--- src/rtl/handheld_io_register_bank_macros.svh ---
// ---------------------------------------------------------------------------
// Assertion macros for the I/O register bank.
// ---------------------------------------------------------------------------
`ifndef HANDHELD_IO_REGISTER_BANK_MACROS_SVH
`define HANDHELD_IO_REGISTER_BANK_MACROS_SVH
// Implication checked on every clock edge outside reset.
`define HIRB_ASSERT_IMP(label, clk, rst_n, ante, cons) \
  label: assert property (@(posedge clk) disable iff (!rst_n) (ante) |-> (cons)) \
    else $error("assertion failed");
// Implication whose consequent is checked in the cycle after the antecedent.
`define HIRB_ASSERT_NEXT(label, clk, rst_n, ante, cons) \
  label: assert property (@(posedge clk) disable iff (!rst_n) (ante) |=> (cons)) \
    else $error("assertion failed");
`endif

--- src/rtl/hirb_pkg.sv ---
// ---------------------------------------------------------------------------
// hirb_pkg
// Shared types and register addresses of the I/O register bank.
// ---------------------------------------------------------------------------
package hirb_pkg;

  localparam logic [15:0] A_P1   = 16'hFF00;
  localparam logic [15:0] A_SB   = 16'hFF01;
  localparam logic [15:0] A_SC   = 16'hFF02;
  localparam logic [15:0] A_DIV  = 16'hFF04;
  localparam logic [15:0] A_TIMA = 16'hFF05;
  localparam logic [15:0] A_TMA  = 16'hFF06;
  localparam logic [15:0] A_TAC  = 16'hFF07;
  localparam logic [15:0] A_NR10 = 16'hFF10;
  localparam logic [15:0] A_NR11 = 16'hFF11;
  localparam logic [15:0] A_NR12 = 16'hFF12;
  localparam logic [15:0] A_NR13 = 16'hFF13;
  localparam logic [15:0] A_NR14 = 16'hFF14;
  localparam logic [15:0] A_NR21 = 16'hFF16;
  localparam logic [15:0] A_NR22 = 16'hFF17;
  localparam logic [15:0] A_NR23 = 16'hFF18;
  localparam logic [15:0] A_NR24 = 16'hFF19;
  localparam logic [15:0] A_NR30 = 16'hFF1A;
  localparam logic [15:0] A_NR31 = 16'hFF1B;
  localparam logic [15:0] A_NR32 = 16'hFF1C;
  localparam logic [15:0] A_NR33 = 16'hFF1D;
  localparam logic [15:0] A_NR34 = 16'hFF1E;
  localparam logic [15:0] A_NR41 = 16'hFF20;
  localparam logic [15:0] A_NR42 = 16'hFF21;
  localparam logic [15:0] A_NR43 = 16'hFF22;
  localparam logic [15:0] A_NR44 = 16'hFF23;
  localparam logic [15:0] A_NR50 = 16'hFF24;
  localparam logic [15:0] A_NR51 = 16'hFF25;
  localparam logic [15:0] A_NR52 = 16'hFF26;
  localparam logic [15:0] A_LCDC = 16'hFF40;
  localparam logic [15:0] A_STAT = 16'hFF41;
  localparam logic [15:0] A_SCY  = 16'hFF42;
  localparam logic [15:0] A_SCX  = 16'hFF43;
  localparam logic [15:0] A_LY   = 16'hFF44;
  localparam logic [15:0] A_LYC  = 16'hFF45;
  localparam logic [15:0] A_DMA  = 16'hFF46;
  localparam logic [15:0] A_BGP  = 16'hFF47;
  localparam logic [15:0] A_OBP0 = 16'hFF48;
  localparam logic [15:0] A_OBP1 = 16'hFF49;
  localparam logic [15:0] A_WY   = 16'hFF4A;
  localparam logic [15:0] A_WX   = 16'hFF4B;
  localparam logic [15:0] A_BOOT = 16'hFF50;

  localparam logic OP_READ  = 1'b0;
  localparam logic OP_WRITE = 1'b1;

  // Command from controller to datapath.
  typedef struct packed {
    logic capture;
    logic drain;
  } hirb_cmd_t;

  // Status from datapath to controller.
  typedef struct packed {
    logic result_ready;
  } hirb_sts_t;

endpackage

--- src/rtl/hirb_ctrl.sv ---
// ---------------------------------------------------------------------------
// hirb_ctrl
// Handshake controller: one-entry output register with pass-through refill.
// ---------------------------------------------------------------------------
module hirb_ctrl (
  input  logic              clk,
  input  logic              rst_n,
  input  logic              in_valid,
  output logic              in_stall,
  output logic              out_valid,
  input  logic              out_stall,
  output hirb_pkg::hirb_cmd_t cmd,
  input  hirb_pkg::hirb_sts_t sts
);
  import hirb_pkg::*;

  typedef enum logic [1:0] {
    ST_EMPTY = 2'b01,
    ST_FULL  = 2'b10
  } state_t;

  state_t state_r, state_nxt;
  logic   take;

  assign in_stall  = (state_r == ST_FULL) && out_stall;
  assign take      = in_valid && !in_stall;
  assign out_valid = (state_r == ST_FULL);
  assign cmd.capture = take;
  assign cmd.drain   = out_valid && !out_stall;

  always_comb begin
    state_nxt = state_r;
    case (state_r)
      ST_EMPTY: if (take) state_nxt = ST_FULL;
      ST_FULL: begin
        if (!out_stall && !take) state_nxt = ST_EMPTY;
      end
      default: state_nxt = ST_EMPTY;
    endcase
  end

  always_ff @(posedge clk) begin
    if (!rst_n) state_r <= ST_EMPTY;
    else state_r <= state_nxt;
  end

`include "handheld_io_register_bank_macros.svh"
  `HIRB_ASSERT_NEXT(a_take_full, clk, rst_n, take, out_valid)
  `HIRB_ASSERT_IMP(a_sts_match, clk, rst_n, 1'b1, sts.result_ready == out_valid)
  `HIRB_ASSERT_NEXT(a_hold, clk, rst_n, out_valid && out_stall, out_valid)
endmodule

--- src/rtl/hirb_dp.sv ---
// ---------------------------------------------------------------------------
// hirb_dp
// Register storage, address decode, read packing and write pulses.
// ---------------------------------------------------------------------------
module hirb_dp (
  input  logic              clk,
  input  logic              rst_n,
  input  hirb_pkg::hirb_cmd_t cmd,
  output hirb_pkg::hirb_sts_t sts,
  input  logic              in_operation,
  input  logic [15:0]       in_address,
  input  logic [7:0]        in_write_data,
  input  logic [3:0]        in_joypad_lines,
  input  logic [7:0]        in_divider_now,
  input  logic [7:0]        in_timer_count_now,
  input  logic [3:0]        in_channel_on_flags,
  input  logic [1:0]        in_lcd_mode_now,
  input  logic              in_coincidence_now,
  input  logic [7:0]        in_line_now,
  output logic [7:0]        out_read_data,
  output logic              out_hit,
  output logic              out_divider_clear,
  output logic              out_timer_load,
  output logic [7:0]        out_timer_load_value,
  output logic              out_line_restart,
  output logic              out_boot_rom_off
);
  import hirb_pkg::*;

  logic [1:0]  joyp_r;
  logic [7:0]  sb_r;
  logic [1:0]  sc_r;
  logic [7:0]  tma_r;
  logic [2:0]  tac_r;
  logic        nr52_r;
  logic [6:0]  sweep_r;
  logic [7:0]  duty_r [2];
  logic [7:0]  env_r [3];
  logic [10:0] freq_r [3];
  logic [1:0]  let_r [4];
  logic [10:0] wave_r;
  logic [15:0] noise_r;
  logic [15:0] vol_r;
  logic [7:0]  lcdc_r;
  logic [3:0]  stat_r;
  logic [7:0]  scr_r [3];
  logic [7:0]  bgp_r;
  logic [5:0]  obp_r [2];
  logic [7:0]  win_r [2];
  logic        full_r;

  logic [7:0] rd;
  logic       hit, wr, we, snd;
  logic [7:0] d;

  assign d   = in_write_data;
  assign wr  = in_operation == OP_WRITE;
  assign snd = (in_address >= A_NR10) && (in_address <= A_NR51);
  assign we  = cmd.capture && wr && !(snd && !nr52_r);

  always_comb begin
    rd  = 8'h00;
    hit = 1'b1;
    case (in_address)
      A_P1:   rd = {2'b00, joyp_r, in_joypad_lines};
      A_SB:   rd = sb_r;
      A_SC:   rd = {sc_r[1], 6'b0, sc_r[0]};
      A_DIV:  rd = in_divider_now;
      A_TIMA: rd = in_timer_count_now;
      A_TMA:  rd = tma_r;
      A_TAC:  rd = {5'b0, tac_r};
      A_NR10: rd = {1'b0, sweep_r};
      A_NR11: rd = duty_r[0] & 8'hC0;
      A_NR12: rd = env_r[0];
      A_NR14: rd = {1'b0, let_r[0][0], 6'b0};
      A_NR21: rd = duty_r[1] & 8'hC0;
      A_NR22: rd = env_r[1];
      A_NR24: rd = {1'b0, let_r[1][0], 6'b0};
      A_NR30: rd = {wave_r[10], 7'b0};
      A_NR31: rd = wave_r[7:0];
      A_NR32: rd = {1'b0, wave_r[9:8], 5'b0};
      A_NR34: rd = {1'b0, let_r[2][0], 6'b0};
      A_NR41: rd = noise_r[7:0];
      A_NR42: rd = env_r[2];
      A_NR43: rd = noise_r[15:8];
      A_NR44: rd = {1'b0, let_r[3][0], 6'b0};
      A_NR50: rd = vol_r[7:0];
      A_NR51: rd = vol_r[15:8];
      A_NR52: rd = {nr52_r, 3'b0, in_channel_on_flags};
      A_LCDC: rd = lcdc_r;
      A_STAT: rd = {1'b0, stat_r, in_coincidence_now, in_lcd_mode_now};
      A_SCY:  rd = scr_r[0];
      A_SCX:  rd = scr_r[1];
      A_LY:   rd = in_line_now;
      A_LYC:  rd = scr_r[2];
      A_BGP:  rd = bgp_r;
      A_OBP0: rd = {obp_r[0], 2'b00};
      A_OBP1: rd = {obp_r[1], 2'b00};
      A_WY:   rd = win_r[0];
      A_WX:   rd = win_r[1];
      A_NR13, A_NR23, A_NR33, A_DMA, A_BOOT: rd = 8'h00;
      default: hit = 1'b0;
    endcase
  end

  // Stored registers.
  always_ff @(posedge clk) begin
    if (!rst_n) begin
      joyp_r <= '0; sb_r <= '0; sc_r <= '0; tma_r <= '0; tac_r <= '0;
      nr52_r <= 1'b0; sweep_r <= '0; wave_r <= '0; noise_r <= '0; vol_r <= '0;
      lcdc_r <= '0; stat_r <= '0; bgp_r <= '0;
      for (int i = 0; i < 2; i++) begin
        duty_r[i] <= '0; obp_r[i] <= '0; win_r[i] <= '0;
      end
      for (int i = 0; i < 3; i++) begin
        env_r[i] <= '0; freq_r[i] <= '0; scr_r[i] <= '0;
      end
      for (int i = 0; i < 4; i++) let_r[i] <= '0;
    end else if (we) begin
      case (in_address)
        A_P1:   joyp_r <= d[5:4];
        A_SB:   sb_r <= d;
        A_SC:   sc_r <= {d[7], d[0]};
        A_TMA:  tma_r <= d;
        A_TAC:  tac_r <= d[2:0];
        A_NR10: sweep_r <= d[6:0];
        A_NR11: duty_r[0] <= d;
        A_NR12: env_r[0] <= d;
        A_NR13: freq_r[0][7:0] <= d;
        A_NR14: begin freq_r[0][10:8] <= d[2:0]; let_r[0] <= d[7:6]; end
        A_NR21: duty_r[1] <= d;
        A_NR22: env_r[1] <= d;
        A_NR23: freq_r[1][7:0] <= d;
        A_NR24: begin freq_r[1][10:8] <= d[2:0]; let_r[1] <= d[7:6]; end
        A_NR30: wave_r[10] <= d[7];
        A_NR31: wave_r[7:0] <= d;
        A_NR32: wave_r[9:8] <= d[6:5];
        A_NR33: freq_r[2][7:0] <= d;
        A_NR34: begin freq_r[2][10:8] <= d[2:0]; let_r[2] <= d[7:6]; end
        A_NR41: noise_r[7:0] <= d;
        A_NR42: env_r[2] <= d;
        A_NR43: noise_r[15:8] <= d;
        A_NR44: let_r[3] <= d[7:6];
        A_NR50: vol_r[7:0] <= d;
        A_NR51: vol_r[15:8] <= d;
        A_NR52: nr52_r <= d[7];
        A_LCDC: lcdc_r <= d;
        A_STAT: stat_r <= d[6:3];
        A_SCY:  scr_r[0] <= d;
        A_SCX:  scr_r[1] <= d;
        A_LYC:  scr_r[2] <= d;
        A_BGP:  bgp_r <= d;
        A_OBP0: obp_r[0] <= d[7:2];
        A_OBP1: obp_r[1] <= d[7:2];
        A_WY:   win_r[0] <= d;
        A_WX:   win_r[1] <= d;
        default: ;
      endcase
    end
  end

  // Result register.
  always_ff @(posedge clk) begin
    if (cmd.capture) begin
      out_read_data        <= wr ? 8'h00 : rd;
      out_hit              <= hit;
      out_divider_clear    <= wr && in_address == A_DIV;
      out_timer_load       <= wr && (in_address == A_TIMA || in_address == A_TAC);
      out_timer_load_value <= (wr && in_address == A_TIMA) ? d : 8'h00;
      out_line_restart     <= wr && in_address == A_LY;
      out_boot_rom_off     <= wr && in_address == A_BOOT;
    end
  end

  // The result register is full from a capture until the controller drains it.
  always_ff @(posedge clk) begin
    if (!rst_n) full_r <= 1'b0;
    else if (cmd.capture) full_r <= 1'b1;
    else if (cmd.drain) full_r <= 1'b0;
  end

  assign sts.result_ready = full_r;

`include "handheld_io_register_bank_macros.svh"
  `HIRB_ASSERT_NEXT(a_snd_gate, clk, rst_n,
    cmd.capture && wr && snd && !nr52_r && in_address == A_NR50, $stable(vol_r))
  `HIRB_ASSERT_NEXT(a_wr_rd0, clk, rst_n, cmd.capture && wr, out_read_data == 8'h00)
  `HIRB_ASSERT_NEXT(a_load_val, clk, rst_n, cmd.capture && !wr, !out_timer_load)
endmodule

--- src/rtl/handheld_io_register_bank.sv ---
// ---------------------------------------------------------------------------
// handheld_io_register_bank
// Memory-mapped I/O register bank at 0xFF00 to 0xFF50 of a handheld console.
// ---------------------------------------------------------------------------
//  Channel   Ports                          Direction
//  in        in_valid / in_stall + fields   bus access transaction in
//  out       out_valid / out_stall + fields result transaction out
//
// Each transaction is decoded and answered combinationally; its result appears
// in the output register on the next cycle. A new transaction is accepted every
// cycle unless a held result is stalled. Reset is synchronous and active low
// and clears every stored register to zero, but not the result register. While
// a held result is stalled the input is stalled too, so the held result and all
// register contents stay unchanged.
module handheld_io_register_bank (
  input  logic       clk,
  input  logic       rst_n,
  input  logic       in_valid,
  output logic       in_stall,
  input  logic       in_operation,
  input  logic [15:0] in_address,
  input  logic [7:0] in_write_data,
  input  logic [3:0] in_joypad_lines,
  input  logic [7:0] in_divider_now,
  input  logic [7:0] in_timer_count_now,
  input  logic [3:0] in_channel_on_flags,
  input  logic [1:0] in_lcd_mode_now,
  input  logic       in_coincidence_now,
  input  logic [7:0] in_line_now,
  output logic       out_valid,
  input  logic       out_stall,
  output logic [7:0] out_read_data,
  output logic       out_hit,
  output logic       out_divider_clear,
  output logic       out_timer_load,
  output logic [7:0] out_timer_load_value,
  output logic       out_line_restart,
  output logic       out_boot_rom_off
);
  import hirb_pkg::*;

  hirb_cmd_t cmd;
  hirb_sts_t sts;

  // Controller owns the handshake; the datapath holds all I/O and result registers.
  hirb_ctrl u_ctrl (
    .clk(clk), .rst_n(rst_n), .in_valid(in_valid), .in_stall(in_stall),
    .out_valid(out_valid), .out_stall(out_stall), .cmd(cmd), .sts(sts)
  );

  hirb_dp u_dp (
    .clk(clk), .rst_n(rst_n), .cmd(cmd), .sts(sts),
    .in_operation(in_operation), .in_address(in_address),
    .in_write_data(in_write_data), .in_joypad_lines(in_joypad_lines),
    .in_divider_now(in_divider_now), .in_timer_count_now(in_timer_count_now),
    .in_channel_on_flags(in_channel_on_flags), .in_lcd_mode_now(in_lcd_mode_now),
    .in_coincidence_now(in_coincidence_now), .in_line_now(in_line_now),
    .out_read_data(out_read_data), .out_hit(out_hit),
    .out_divider_clear(out_divider_clear), .out_timer_load(out_timer_load),
    .out_timer_load_value(out_timer_load_value),
    .out_line_restart(out_line_restart), .out_boot_rom_off(out_boot_rom_off)
  );
endmodule
--- config.mk ---
export PLATFORM = sky130hd
export DESIGN_NAME = handheld_io_register_bank
export DESIGN_NICKNAME = d
export VERILOG_FILES = /design/src/rtl/hirb_pkg.sv /design/src/rtl/hirb_ctrl.sv /design/src/rtl/hirb_dp.sv /design/src/rtl/handheld_io_register_bank.sv
export VERILOG_INCLUDE_DIRS = /design/src /design/src/rtl
export SDC_FILE = /design/constraint.sdc
export NUM_CORES = 1
export LEC_CHECK = 0
export BUFFER_PORTS_ARGS = -buffer_cell sky130_fd_sc_hd__buf_2
export CORE_UTILIZATION = 55
export CTS_CLUSTER_DIAMETER = 30
export DETAILED_ROUTE_END_ITERATION = 7
export PLACE_DENSITY = 0.82
export REMOVE_ABC_BUFFERS = 1
export SETUP_SLACK_MARGIN = 0.05
export SLEW_MARGIN = 20
export SYNTH_ARGS = -nofsm -noshare
export SYNTH_HDL_FRONTEND = slang
export SYNTH_SLANG_ARGS = --single-unit
--- constraint.sdc ---
create_clock -name clk -period 6.8 [get_ports clk]
set_input_delay 0.68 -clock clk [delete_from_list [all_inputs] [get_ports clk]]
set_output_delay 0.68 -clock clk [all_outputs]
set_load 0.02 [all_outputs]
; ---- Word level (Yosys, flattened, before mapping)
; Memory sizes are Yosys's and may differ from the RTL's.
; Cells that the tools add are included.
[totals]
ff_bits = 117
input_bits = 64
mem_bits_rw = 100
elab_cells = 217
output_inout_bits = 23
n_memories = 6
[memory_table]
columns = name, words, width, read_ports, rd_ports_with_merged_regs, wr, line
row1 = u_dp.env_r, 3, 8, 3, 0, 3, hirb_dp.sv:38  ; logic [7:0] env_r [3];
row2 = u_dp.scr_r, 3, 8, 3, 0, 3, hirb_dp.sv:46  ; logic [7:0] scr_r [3];
row3 = u_dp.duty_r, 2, 8, 2, 0, 2, hirb_dp.sv:37  ; logic [7:0] duty_r [2];
row4 = u_dp.win_r, 2, 8, 2, 0, 2, hirb_dp.sv:49  ; logic [7:0] win_r [2];
row5 = u_dp.obp_r, 2, 6, 2, 0, 2, hirb_dp.sv:48  ; logic [5:0] obp_r [2];
row6 = u_dp.let_r, 4, 2, 4, 0, 4, hirb_dp.sv:40  ; logic [1:0] let_r [4];
[classes]
n_eq_ne = 45
n_reduce_logical = 37
mux = 86
bitwise = 16
magnitude_cmp = 2
[ops]
columns = op, n
row1 = equality test 16 bit (second input constant), 41
row2 = one-hot mux 8 bit (36 select lines), 1
row3 = 2-to-1 mux 8 bit, 10
row4 = 2-to-1 mux 1 bit, 66
row5 = OR reduction 41 bit, 1
row6 = AND reduction 2 bit, 18
row7 = >= comparator 16 bit (second input constant), 1
row8 = less-or-equal comparator 16 bit (second input constant), 1
row9 = bitwise OR 1 bit, 16
row10 = logical AND 1 bit, 12
row11 = 2-to-1 mux 2 bit, 6
row12 = 2-to-1 mux 6 bit, 2
row13 = zero test 1 bit, 5
row14 = inequality test 2 x 1 -> 1 bit (second input constant), 2
row15 = one-hot mux 2 bit (2 select lines), 1
row16 = equality test 2 x 1 -> 1 bit (second input constant), 1
row17 = equality test 2 bit (second input constant), 1
row18 = logical OR 1 bit, 1

; ---- Depth between registers and ports, before layout
[logic_depth]
ltp_word = 10
ltp_mapped = 10
ltp_nobuf = 7

; ---- Cells and area by module
; A second synthesis with hierarchy kept.
[hier_totals]
hier_cells = 892
hier_area_um2 = 9684.3
[by_module_without_submodules]
columns = module, cells_each, seq_area_each_um2, n_inst, area_each_um2
row1 = hirb_dp, 880, 5054.8, 1, 9571.7
row2 = hirb_ctrl, 12, 40.0, 1, 112.6

; ---- Least setup slack after synthesis
; No wires, ideal clock.
[synth_timing]
path_type = input port to flip-flop
start = input port out_stall
end = memory u_dp.env_r[2][0], in the netlist u_dp.env_r[0][16] (enable)
setup_slack_ps = 3845
setup_time_ps = 384
path_stages = 5
n_path_buf = 1
arrival_ps = 2571
required_ps = 6416
cell_sequence = nand2_1 -> and2_1 -> nand3_2 -> buf_2 -> o21ai_0
[synth_lines]
columns = element, line
row1 = "start, declared", handheld_io_register_bank.sv:31  ; input logic out_stall,
row2 = "end, declared", hirb_dp.sv:38

==> metrics.md <==
| Metric | Value |
|---|---|
| RSZ-0062 raised after global routing | no |
| Endpoints failing setup | 0 |
| Core Rows | 47 |
| CP required | a little over 7000 ps |
| PwrDens | roughly 300 nW/µm² |
| Post-synth top area share | 32.8% |
| Register area share after synthesis | 52.8% |
| Async SR Flop Fraction | 0% |
| First-pass GRT wire length | 49,900 µm |
| 1st-iter DRT viols | 1,646 |
| Starting Density | roughly 57% |
| Worst hold slack | about 450 ps |
| Die Width | 134 µm |
| R2R depth | 9 |
| Vias/cell | 6.93 |
| Post-synth EDFFs | 105 |
| CP Capture Type | flip-flop |
| Dominant cells by area after synthesis | edfxtp_1, dfxtp_1, nand2_1 |
| Vias in the first global route | between 8,000 and 9,000 |
| Commonest non-fill, non-tap cell in the layout | nand2_1 |
| Die height | 134 µm |
| Fin nets | about 1,100 |
| Vias | 8,747 |
| Cell taking the most area after synthesis | edfxtp_1 |
| Area Growth Syn to Fin | 20.4% |
| Uppermost layer routed | met4 |
| Max-cap check violation count | 0 |
| Gr ovfl total | 0 |
| Total power | between 3 and 4 mW |
| Maximum clock path buffer count | 3 |
| Worst r2r dst | u_dp.win_r[0][11] |
| # hold bufs at CTS | 0 |
| Root buf cell | clkbuf_16 |
| Hpwl dp | 22,500 µm |
| Crit path from | in_address[1] |
| Mean Syn Cell Area | about 10 µm² |
| Final ANT Viol Nets | 0 |
| WL/cell | 26.9 µm |
| Sequential cell area | 5070 µm² |
| Final setup TNS | 0 ps |
| Pin count of the biggest net entering global routing | between 60 and 70 |
| PnR worst setup slack | 3390 ps |
| Synth Cell Area | around 9600 µm² |
| Crit path time final | 3410 ps |
| Most frequent cells in the layout | nand2_1, edfxtp_1, dfxtp_1, buf_2, clkbuf_16 |
| Core area | 16,800 µm² |
| Resized cells post-CTS | 0 |
| Leak | 4.04 nW |
| Hold Path Origin | u_dp.wave_r[6] |
| Area of the multi-input gates | 4260 µm² |
| Final worst-path cycle share | approximately 50% |
| Post-CTS setup buffer count | 0 |
| HP Class | reg2reg |
| Layout cells sized above 1 | slightly below 20% |
| Status | finished clean |
| Die area | around 18,000 µm² |
| IO Pins | 87 |
| Fmax | between 200 and 300 MHz |
| Slew Limit Headroom | ~17% |
| Pins Over Slew Limit | 0 |
| Number of detailed-routing iterations run before antenna repair | 7 |
| Routed met1 length | approximately 12,000 µm |
| Setup WS pre-CTS | 2990 ps |
| Hold path endpoint | u_dp.wave_r[6] |
| Synthesis Warnings | 0 |
| I/O Buffers | 86 |
| Tightest Pin Transition | 1230 ps |
| CTS sink count | between 200 and 250 |
| Reg clk slew, reported paths | about 50 ps |
| Type of origin of the critical path | input port |
| VDD IR max | 0.214 mV |
| Total CTS buffers | between 40 and 50 |
| Post-Synthesis Cells | between 900 and 1,000 |
| Flops & latches, synth | 201 |
| Ys flop type | edfxtp_1 |
| Gp weighted congestion | 1.07 |
| H-tree depth | 2 |
| CTS tree | done |
| Critical Setup Path Class | in2reg |
| Reg-to-Reg Start | u_ctrl.state_r[1] |
| Routed length on met2 | between 10,000 and 15,000 µm |
| CP max FO | a little over 50 |
| Final Hold Fails | 0 |
| Hold path depth | 2 |
| Filler cell count | roughly 1,200 |
| GR Util All Layers | 38.0% |
| Met3 WL post-DR | between 5000 and 6000 µm |
| DRT Wirelength | between 30,000 and 40,000 µm |
| Post-synth cell types | 65 |
| Reg2Reg Setup Slack | 3580 ps |
| Clk_lat worst skew | 540 ps |
| Initial antenna violation count | 0 |
| CP arrival | 3790 ps |
| # DRC | 0 |
| Fin Clk Skew | between 30 and 40 ps |
-- worst max-delay path, stage by stage --
cell      delay [ps]
buf_2            440
a211oi_1         150
mux2_2           300
nand3_1          130
and3_2           190
buf_4            500
nand2_1          360
nor3_1           740
and2_1           250
-- registers in the layout (all words and copies together) (netlist names), 11 cells and up --
signal and cells:
u_dp.noise_r 16, u_dp.vol_r 16, u_dp.obp_r 12, u_dp.env_r 24, u_dp.scr_r 24, u_dp.wave_r 11
u_dp.win_r 16
-- cells in the mapped netlist (19+ instances only) --
cell type	n
and3_1	19
buf_2	20
nand2_1	160
a22o_1	20
a21boi_1	35
nor3_1	22
nand3_1	41
and2_1	34
a21boi_0	33
nor2_1	40
a22oi_1	31
dfxtp_1	96
nor2b_1	30
edfxtp_1	105
clkbuf_1	38
mux2i_1	34
-- through the flow --
stage	instances	area, µm²	utilization [%]
6_report	1262	11600	68.8
5_1_grt	1261	11600	68.8
4_1_cts	1261	11600	68.7
3_5_place_dp	1185	10200	60.4
3_3_place_gp	1185	10200	60.4
2_1_floorplan	866	9350	-
-- power by group --
part	switching (mW)	internal (mW)
registers	0.00898	1.29
clock network	0.676	1.32
logic	0.108	0.0411
total	0.793	2.66
-- how the worst max path moves through the flow --
stage	cells after the start	to	slack [ps]
after floorplan	6	u_dp.win_r[0][0]	3420
after global placement	9	u_dp.win_r[0][11]	3040
after detailed placement	9	u_dp.win_r[0][15]	2990
after CTS	9	u_dp.win_r[0][11]	3520
after global routing	9	u_dp.win_r[0][6]	3280
final	9	u_dp.win_r[0][11]	3390
-- area by class of cell --
| class | instances | area share, % |
|---|---|---|
| tap | 220 | 2.38 |
| clock inverter | 23 | 2.18 |
| timing repair buffer | 99 | 4.56 |
| antenna | 1 | 0.0216 |
| multi-input combinational | 659 | 36.8 |
| inverter | 6 | 0.195 |
| clock buffer | 53 | 9.98 |
| sequential | 201 | 43.9 |
-- kinds of logic (layout without fill, tap and decap cells) --
family          count (synthesis)  after routing  share of synthesized area, %
buf+inv                        67            181                          2.92
xor+xnor                        1              1                        0.0912
simple gates                  411            411                          23.6
flops                         201            201                          52.8
compound gates                211            211                          16.8
other cells                     0              1                             0
mux                            36             36                          3.78
-- per-layer routing --
metal	vias to the layer above	GRT usage, %
met1	4056	48.6
met3	195	13.2
met2	840	53.1
li1	3656	-
met5	-	0
met4	0	28.0
Power figures use the tool's default switching activity.
